**config.mk**
```make
export PLATFORM = sky130hd
export DESIGN_NAME = rgb565_gray_threshold_scaler_core_flat
export DESIGN_NICKNAME = d
export VERILOG_FILES = /design/src/rtl/core/rgts_pkg.sv /design/src/rtl/core/rgts_in_if.sv /design/src/rtl/core/rgts_out_if.sv /design/src/rtl/core/rgts_grid.sv /design/src/rtl/core/rgts_pixel_op.sv /design/src/rtl/core/rgb565_gray_threshold_scaler_core.sv /design/src/flat_wrapper.sv
export SDC_FILE = /design/constraint.sdc
export NUM_CORES = 1
export LEC_CHECK = 0
export ABC_AREA = 1
export BUFFER_PORTS_ARGS = -buffer_cell sky130_fd_sc_hd__buf_2
export CAP_MARGIN = 20
export CORE_ASPECT_RATIO = 1.1
export CORE_MARGIN = 3
export CORE_UTILIZATION = 60
export CTS_BUF_LIST = sky130_fd_sc_hd__clkbuf_8
export CTS_CLUSTER_SIZE = 16
export DETAILED_ROUTE_END_ITERATION = 6
export PLACE_DENSITY_LB_ADDON = 0.08
export SKIP_LAST_GASP = 1
export SLEW_MARGIN = 30
export SYNTH_ARGS = -nofsm -noshare
export SYNTH_HDL_FRONTEND = slang
export SYNTH_SLANG_ARGS = --single-unit
```
**constraint.sdc**
```tcl
create_clock -name clk_i -period 14.39 [get_ports clk_i]
set_input_delay 0.7195 -clock clk_i [delete_from_list [all_inputs] [get_ports clk_i]]
set_output_delay 0.7195 -clock clk_i [all_outputs]
set_load 0.01 [all_outputs]
```
**src/rtl/core/rgts_pkg.sv**
```systemverilog
// Shared types and constants of the RGB565 grayscale / threshold / half-scale core.
package rgts_pkg;

  localparam int unsigned PixelW     = 16;
  localparam int unsigned ModeW      = 2;
  localparam int unsigned ThreshW    = 8;
  localparam int unsigned LineWidthW = 11;
  localparam int unsigned CfgDataW   = 11;
  localparam int unsigned CfgIdxW    = 2;
  localparam int unsigned LumaW      = 5;
  localparam int unsigned LumaSumW   = 15;
  localparam int unsigned LumaShift  = 10;

  localparam logic [LumaSumW-1:0] CoefR = LumaSumW'(190);
  localparam logic [LumaSumW-1:0] CoefG = LumaSumW'(370);
  localparam logic [LumaSumW-1:0] CoefB = LumaSumW'(70);

  localparam logic [PixelW-1:0] PixelBlack = 16'h0000;
  localparam logic [PixelW-1:0] PixelWhite = 16'hFFFF;

  typedef enum logic [ModeW-1:0] {
    MODE_GRAY   = 2'd0,
    MODE_BINARY = 2'd1,
    MODE_HALF   = 2'd2,
    MODE_PASS   = 2'd3
  } mode_e;

  typedef enum logic [CfgIdxW-1:0] {
    CFG_MODE       = 2'd0,
    CFG_THRESHOLD  = 2'd1,
    CFG_LINE_WIDTH = 2'd2,
    CFG_UNUSED     = 2'd3
  } cfg_idx_e;

  localparam mode_e                 ModeReset      = MODE_GRAY;
  localparam logic [ThreshW-1:0]    ThreshReset    = 8'd17;
  localparam logic [LineWidthW-1:0] LineWidthReset = 11'd320;

  // Luma as a weighted sum of the RGB565 fields, scaled down by 1024.
  function automatic logic [LumaW-1:0] luma_of(input logic [PixelW-1:0] px);
    logic [LumaSumW-1:0] sum;
    sum = CoefR * LumaSumW'(px[15:11])
        + CoefG * LumaSumW'(px[10:5])
        + CoefB * LumaSumW'(px[4:0]);
    return LumaW'(sum >> LumaShift);
  endfunction

endpackage

```
**src/rtl/core/rgts_in_if.sv**
```systemverilog
// Input pixel channel: valid/ready handshake with pixel and frame-start flag.
interface rgts_in_if;
  logic                           valid;
  logic                           ready;
  logic [rgts_pkg::PixelW-1:0]    pixel_in;
  logic                           frame_start;

  modport source (output valid, output pixel_in, output frame_start, input ready);
  modport sink   (input valid, input pixel_in, input frame_start, output ready);
endinterface

```
**src/rtl/core/rgts_out_if.sv**
```systemverilog
// Output pixel channel: valid/ready handshake with the processed pixel.
interface rgts_out_if;
  logic                        valid;
  logic                        ready;
  logic [rgts_pkg::PixelW-1:0] pixel_out;

  modport source (output valid, output pixel_out, input ready);
  modport sink   (input valid, input pixel_out, output ready);
endinterface

```
**src/rtl/core/rgts_grid.sv**
```systemverilog
// Column and row-parity tracker that marks pixels on even rows and even columns.
module rgts_grid #(
  parameter int unsigned MAX_LINE_WIDTH = 1024
) (
  input  logic                              clk_i,
  input  logic                              rst_ni,
  input  logic                              accept_i,
  input  logic                              frame_start_i,
  input  logic [rgts_pkg::LineWidthW-1:0]   line_width_i,
  output logic                              keep_o
);

  localparam int unsigned CntW = (MAX_LINE_WIDTH > 1) ? $clog2(MAX_LINE_WIDTH) : 1;
  localparam int unsigned CmpW = (CntW + 1 > rgts_pkg::LineWidthW) ?
                                 CntW + 1 : rgts_pkg::LineWidthW;
  localparam logic [CmpW-1:0] MaxW = CmpW'(MAX_LINE_WIDTH);

  logic [CntW-1:0] column_q, column_d, column_cur;
  logic            row_odd_q, row_odd_d, row_odd_cur;
  logic [CmpW-1:0] width_raw, width_eff, column_inc;

  // A frame-start pixel is column 0 of row 0 regardless of the counters.
  assign column_cur  = frame_start_i ? '0 : column_q;
  assign row_odd_cur = frame_start_i ? 1'b0 : row_odd_q;
  assign keep_o      = !row_odd_cur && !column_cur[0];

  assign width_raw = CmpW'(line_width_i);

  always_comb begin
    if (width_raw == '0) begin
      width_eff = CmpW'(1);
    end else if (width_raw > MaxW) begin
      width_eff = MaxW;
    end else begin
      width_eff = width_raw;
    end
    column_inc = CmpW'(column_cur) + CmpW'(1);
    if (column_inc >= width_eff) begin
      column_d  = '0;
      row_odd_d = !row_odd_cur;
    end else begin
      column_d  = CntW'(column_inc);
      row_odd_d = row_odd_cur;
    end
  end

  always_ff @(posedge clk_i or negedge rst_ni) begin
    if (!rst_ni) begin
      column_q  <= '0;
      row_odd_q <= 1'b0;
    end else if (accept_i) begin
      column_q  <= column_d;
      row_odd_q <= row_odd_d;
    end
  end

`ifndef SYNTH
  a_column_in_range: assert property (@(posedge clk_i) disable iff (!rst_ni)
    CmpW'(column_q) < MaxW)
    else $error("column counter beyond the maximum line width");

  a_frame_start_restart: assert property (@(posedge clk_i) disable iff (!rst_ni)
    accept_i && frame_start_i |=>
      (column_q == CntW'(1) && !row_odd_q) || (column_q == '0 && row_odd_q))
    else $error("frame start did not restart the pixel grid");
`endif

endmodule

```
**src/rtl/core/rgts_pixel_op.sv**
```systemverilog
// Per-pixel operation: grayscale, binarize or pass-through, selected by mode.
module rgts_pixel_op (
  input  logic [rgts_pkg::PixelW-1:0]  pixel_i,
  input  rgts_pkg::mode_e              mode_i,
  input  logic [rgts_pkg::ThreshW-1:0] threshold_i,
  output logic [rgts_pkg::PixelW-1:0]  pixel_o
);

  logic [rgts_pkg::LumaW-1:0] luma;

  assign luma = rgts_pkg::luma_of(pixel_i);

  always_comb begin
    case (mode_i)
      rgts_pkg::MODE_GRAY: begin
        // Luma replicated into all three fields; green bit 0 stays clear.
        pixel_o = {luma, luma, 1'b0, luma};
      end
      rgts_pkg::MODE_BINARY: begin
        pixel_o = (rgts_pkg::ThreshW'(luma) <= threshold_i) ?
                  rgts_pkg::PixelBlack : rgts_pkg::PixelWhite;
      end
      default: begin
        pixel_o = pixel_i;
      end
    endcase
  end

endmodule

```
**src/rtl/core/rgb565_gray_threshold_scaler_core.sv**
```systemverilog
// Top level of the RGB565 grayscale / threshold / half-scale pixel core.
//
// Streaming RGB565 pixel processor. Every transfer on pix_i carries one pixel and a
// frame-start flag; the core computes luma (190R + 370G + 70B) >> 10 and, by the mode
// register, sends out a gray pixel, a black or white pixel (luma at or below the
// threshold gives black), or the original pixel for half-scale decimation, where only
// pixels on even rows and even columns of a line_width-wide frame produce a transfer
// on pix_o. Mode 3 passes every pixel unchanged. The column and row counters run in
// all modes and restart on frame start; a line width of 0 or 1 acts as 1, one above
// MAX_LINE_WIDTH acts as MAX_LINE_WIDTH. The core takes one pixel per clock cycle
// sustained while the output is not stalled: a pixel is registered at the input,
// processed by one level of logic (the small luma multiply-add and mode select) and
// registered at the output. Each stage has its own valid flag, so a stalled output
// does not block input until both stages are full. The user must write configuration
// through cfg_we_i / cfg_idx_i / cfg_data_i only while the core is idle (unenforced).
module rgb565_gray_threshold_scaler_core #(
  parameter int unsigned MAX_LINE_WIDTH = 1024
) (
  input  logic                            clk_i,
  input  logic                            rst_ni,
  input  logic                            cfg_we_i,
  input  logic [rgts_pkg::CfgIdxW-1:0]    cfg_idx_i,
  input  logic [rgts_pkg::CfgDataW-1:0]   cfg_data_i,
  rgts_in_if.sink                         pix_i,
  rgts_out_if.source                      pix_o
);

  // Configuration registers.
  rgts_pkg::mode_e                  mode_q;
  logic [rgts_pkg::ThreshW-1:0]     threshold_q;
  logic [rgts_pkg::LineWidthW-1:0]  line_width_q;

  always_ff @(posedge clk_i or negedge rst_ni) begin
    if (!rst_ni) begin
      mode_q       <= rgts_pkg::ModeReset;
      threshold_q  <= rgts_pkg::ThreshReset;
      line_width_q <= rgts_pkg::LineWidthReset;
    end else if (cfg_we_i) begin
      case (rgts_pkg::cfg_idx_e'(cfg_idx_i))
        rgts_pkg::CFG_MODE: begin
          mode_q <= rgts_pkg::mode_e'(cfg_data_i[rgts_pkg::ModeW-1:0]);
        end
        rgts_pkg::CFG_THRESHOLD: begin
          threshold_q <= cfg_data_i[rgts_pkg::ThreshW-1:0];
        end
        rgts_pkg::CFG_LINE_WIDTH: begin
          line_width_q <= cfg_data_i[rgts_pkg::LineWidthW-1:0];
        end
        default: begin
          // Writes to an index beyond the register list are dropped.
        end
      endcase
    end
  end

  // Handshake control for the two register stages.
  logic in_accept;
  logic s1_valid_q, s1_adv, s1_emit;
  logic s2_valid_q, s2_ready;
  logic grid_keep;

  logic                         s1_keep_q;
  logic [rgts_pkg::PixelW-1:0]  s1_pixel_q;
  logic [rgts_pkg::PixelW-1:0]  s2_pixel_d, s2_pixel_q;

  assign s2_ready  = !s2_valid_q || pix_o.ready;
  // Decimated pixels are dropped here and need no room in the output register.
  assign s1_emit   = (mode_q != rgts_pkg::MODE_HALF) || s1_keep_q;
  assign s1_adv    = s1_valid_q && (!s1_emit || s2_ready);
  assign pix_i.ready = !s1_valid_q || s1_adv;
  assign in_accept = pix_i.valid && pix_i.ready;

  // The grid tracker updates at every input transfer and flags even/even pixels.
  rgts_grid #(
    .MAX_LINE_WIDTH (MAX_LINE_WIDTH)
  ) u_grid (
    .clk_i         (clk_i),
    .rst_ni        (rst_ni),
    .accept_i      (in_accept),
    .frame_start_i (pix_i.frame_start),
    .line_width_i  (line_width_q),
    .keep_o        (grid_keep)
  );

  // Input stage.
  always_ff @(posedge clk_i or negedge rst_ni) begin
    if (!rst_ni) begin
      s1_valid_q <= 1'b0;
    end else if (pix_i.ready) begin
      s1_valid_q <= pix_i.valid;
    end
  end

  always_ff @(posedge clk_i) begin
    if (in_accept) begin
      s1_pixel_q <= pix_i.pixel_in;
      s1_keep_q  <= grid_keep;
    end
  end

  rgts_pixel_op u_pixel_op (
    .pixel_i     (s1_pixel_q),
    .mode_i      (mode_q),
    .threshold_i (threshold_q),
    .pixel_o     (s2_pixel_d)
  );

  // Output stage.
  always_ff @(posedge clk_i or negedge rst_ni) begin
    if (!rst_ni) begin
      s2_valid_q <= 1'b0;
    end else if (s2_ready) begin
      s2_valid_q <= s1_valid_q && s1_emit;
    end
  end

  always_ff @(posedge clk_i) begin
    if (s1_adv && s1_emit) begin
      s2_pixel_q <= s2_pixel_d;
    end
  end

  assign pix_o.valid     = s2_valid_q;
  assign pix_o.pixel_out = s2_pixel_q;

`ifndef SYNTH
  a_in_transfer_lands: assert property (@(posedge clk_i) disable iff (!rst_ni)
    in_accept |=> s1_valid_q)
    else $error("accepted pixel missing from the input stage");

  a_emit_reaches_output: assert property (@(posedge clk_i) disable iff (!rst_ni)
    s1_valid_q && s1_emit && s2_ready |=> s2_valid_q)
    else $error("emitted pixel missing from the output stage");

  a_backpressure_only_when_full: assert property (@(posedge clk_i) disable iff (!rst_ni)
    !pix_i.ready |-> s1_valid_q && s2_valid_q && !pix_o.ready)
    else $error("input stalled while a stage had room");
`endif

endmodule
```
**src/flat_wrapper.sv**
```systemverilog
// flat-port wrapper written by rule: the top's interface ports become plain ports
module rgb565_gray_threshold_scaler_core_flat 
#(
  parameter int unsigned MAX_LINE_WIDTH = 1024
)
  (clk_i, rst_ni, cfg_we_i, cfg_idx_i, cfg_data_i, pix_i_valid, pix_i_pixel_in, pix_i_frame_start, pix_i_ready, pix_o_valid, pix_o_pixel_out, pix_o_ready);
  rgts_in_if pix_i_i ();
  rgts_out_if pix_o_i ();
  input  logic clk_i;
  input  logic rst_ni;
  input  logic cfg_we_i;
  input  logic [rgts_pkg::CfgIdxW-1:0] cfg_idx_i;
  input  logic [rgts_pkg::CfgDataW-1:0] cfg_data_i;
  input wire logic [$bits(pix_i_i.valid)-1:0] pix_i_valid;
  input wire logic [$bits(pix_i_i.pixel_in)-1:0] pix_i_pixel_in;
  input wire logic [$bits(pix_i_i.frame_start)-1:0] pix_i_frame_start;
  output wire logic [$bits(pix_i_i.ready)-1:0] pix_i_ready;
  output wire logic [$bits(pix_o_i.valid)-1:0] pix_o_valid;
  output wire logic [$bits(pix_o_i.pixel_out)-1:0] pix_o_pixel_out;
  input wire logic [$bits(pix_o_i.ready)-1:0] pix_o_ready;
  assign pix_i_i.valid = pix_i_valid;
  assign pix_i_i.pixel_in = pix_i_pixel_in;
  assign pix_i_i.frame_start = pix_i_frame_start;
  assign pix_i_ready = pix_i_i.ready;
  assign pix_o_valid = pix_o_i.valid;
  assign pix_o_pixel_out = pix_o_i.pixel_out;
  assign pix_o_i.ready = pix_o_ready;
  rgb565_gray_threshold_scaler_core #(.MAX_LINE_WIDTH(MAX_LINE_WIDTH)) u_core (.clk_i(clk_i), .rst_ni(rst_ni), .cfg_we_i(cfg_we_i), .cfg_idx_i(cfg_idx_i), .cfg_data_i(cfg_data_i), .pix_i(pix_i_i), .pix_o(pix_o_i));
endmodule
```
==> reports/qor.yml <==
clocking:
  cts_setup_buffers: 0
  root_buffer: "clkbuf_8"
  h-tree-depth: 3
  post_cts_resized: 0
  cts.path.max_buffers: 2
  cts_hold_buffers: 0
  tritoncts: "built"
  cts_made_buffers: 9
  clk_pin_slew_ns: 0.07
  clock-sinks: 67
  clock_latency_ns: 0.35
logic_synthesis:
  syn-cell-area_um2: 6080
  yosysWarnings: 0
  synthCells: 724
  synth_nets: 881
  synth_top_area_share_pct: 19.4
  synth_area_per_cell_um2: 8.39
  yosysTopAreaCell: "ha_1"
  synth_cell_type_count: 40
  ys_ff_latch: 67
  seq_area_frac_synth_pct: 30.4
  synth_top_cells_by_area: "ha_1, edfxtp_1, dfrtp_1"
sta:
  rsz0062_at_grt: "false"
  finalSetupViolations: 0
  period_needed_ns: 6.89
  hold_viol_final: 0
  worstMarginPinSlew_ns: 0.851
  slew_headroom_pct: 43.0
  period_share_pct: 47.9
  finClkSkew_ns: 0.00780
  setup_tns_ns: 0
  drv_slew: 0
  fmax_ghz: 0.145
  fin_ws_ns: 7.50
die:
  start_util_pct: 63.1
  ios: 53
  die_area_um2: 11400
  fp.dieW_um: 102
  row_count: 37
  coreArea_um2: 9630
  die_y_um: 112
global_routing:
  antenna_found_initial: 0
  grt_overflow_total: 0
  grt_pass1_vias: 5011
  grt_usage_pct: 25.5
  grt_pass1_wl_um: 23000
  grt_start_max_net_pins: 35
route:
  drtAntennaViolNets: 0
  wl_per_cell_um: 15.0
  dr.first_iter.drc_count: 258
  wl_um: 13500
  drc_errors: 0
  dr.pass1.iters: 7
  routed_via_density: 5.50
  num_vias: 4956
critical_path:
  worst_ep_required_time_ns: 14.45
  crit_type: "reg -> reg"
  crit_fanout: 16
  cp-end-kind: "flip-flop"
  startpoint_type: "flip-flop"
  arrival_ns: 6.95
run_status:
  status: "completed"
cells_and_area:
  diodes: 0
  area_growth_syn_to_layout_pct: 9.49
  fillCellCount: 794
  fin_area_um2: 6650
  multi_input_area_um2: 3660
  fin_nets: 936
  seq_area_um2: 1850
  stdcell_count: 901
  drive_gt1_share_pct: 12.5
placement:
  dp.cells: 885
  port_buffers: 52
  dp_slack_ns: 7.62
  place_hpwl_um: 10800
  place_area_um2: 6440
  gp_congestion: 0.915
flow_run:
  cap_violations: 0
min_path:
  hold_path.class: "in -> async"
==> stage by stage <==
step,hold WS (ns),utilization (%)
after floorplan,0.424,-
after global placement,0.465,66.9
after detailed placement,0.476,66.9
after CTS,0.458,69.1
after global routing,0.466,69.1
final,0.433,69.1
==> path summary, 6_finish.rpt <==
path | start | endpoint | slack, ns | cells after the start
min in group clk_i | u_core.threshold_q[2] | u_core.threshold_q[2] | 0.49 | 2
worst max-delay path | u_core.s1_pixel_q[13] | u_core.pix_o.pixel_out[6] | 7.50 | 27
worst min register to register | u_core.threshold_q[2] | u_core.threshold_q[2] | 0.49 | 2
max in group asynchronous | rst_ni | u_core.u_grid.column_q[3] | 13.46 | 1
worst min-delay path | rst_ni | u_core.threshold_q[6] | 0.43 | 1
worst max register to register | u_core.s1_pixel_q[13] | u_core.pix_o.pixel_out[6] | 7.50 | 27
==> per-layer routing <==
metal	part of all wire [%]	vias to the layer above	GRT usage, %
li1	-	2457	-
met1	42	2324	30.8
met2	52	142	45.9
met3	4.0	33	4.64
met4	2.6	0	7.09
met5	0	-	0
==> final cells by class <==
class                   count  share of cell area, %
repair buffers             53                   4.02
inverters                 139                   7.88
clock buffers               9                   1.86
well taps                 117                   2.20
multi-input cells         509                   55.0
flip-flops and latches     67                   27.8
clock inverters             7                   1.28
==> state kept, by name (all words and copies together) (netlist names) <==
register                 flops
u_core.pix_o.pixel_out      16
u_core.pix_o.valid           1
u_core.threshold_q           8
u_core.mode_q                2
u_core.s1_valid_q            1
u_core.u_grid.row_odd_q      1
u_core.s1_keep_q             1
u_core.s1_pixel_q           16
u_core.u_grid.column_q      10
u_core.line_width_q         11
==> synthesized netlist by cell type (all sizes together) <==
library cell	instances
a211oi	1
a21o	1
a21oi	36
a31oi	1
and2	2
buf	6
clkbuf	3
dfrtp	30
dfstp	4
edfxtp	33
fa	28
ha	94
inv	139
mux2	2
nand2	171
nand3	54
nand3b	7
nand4	7
nor2	34
nor3	5
nor3b	2
nor4	2
o211ai	3
o21a	1
o21ai	34
o21bai	1
xnor2	10
xor2	13
==> placed cells by master, fill, tap and decap left out, drive strengths merged, types with 3 or more instances in the layout <==
cell      n
ha       94
nand4     7
buf      53
dfrtp    30
edfxtp   33
xnor2    10
nor2     34
nor3      5
clkbuf    9
dfstp     4
a21oi    36
o211ai    3
nand3    54
fa       28
xor2     13
nand2   171
inv     141
nand3b    7
o21ai    34
==> worst max-delay path, cell delays in order (launching register included) <==
cell	delay (ns)
edfxtp_1	0.49
fa_1	0.60
inv_1	0.08
fa_1	0.48
fa_1	0.52
inv_1	0.04
ha_1	0.35
a21oi_1	0.20
o21ai_0	0.14
a21oi_1	0.20
o21ai_0	0.13
xnor2_1	0.18
fa_1	0.55
inv_1	0.04
ha_1	0.37
nand2_1	0.13
nor2_1	0.15
nor3b_1	0.19
nand2_1	0.09
nand2_1	0.06
nand2_1	0.07
and2_1	0.15
ha_1	0.31
a21oi_1	0.14
o21ai_0	0.10
a21oi_1	0.12
nand3b_1	0.53
nand3_1	0.20
==> cells by family (layout without fill, tap and decap cells) <==
group,count (synthesis),in the layout,share of synthesized area [%]
AND/OR/NAND/NOR,284,284,21.0
buffers and inverters,148,208,9.39
adder cells (fa/ha/maj),122,122,28.6
AO/OA/AOI/OAI,78,78,6.79
flip-flops,67,67,30.4
XOR/XNOR,23,23,3.44
multiplexers,2,2,0.371
Power is not shown: default switching activity piles up to over one toggle a cycle in this logic, so the estimate is an artifact.
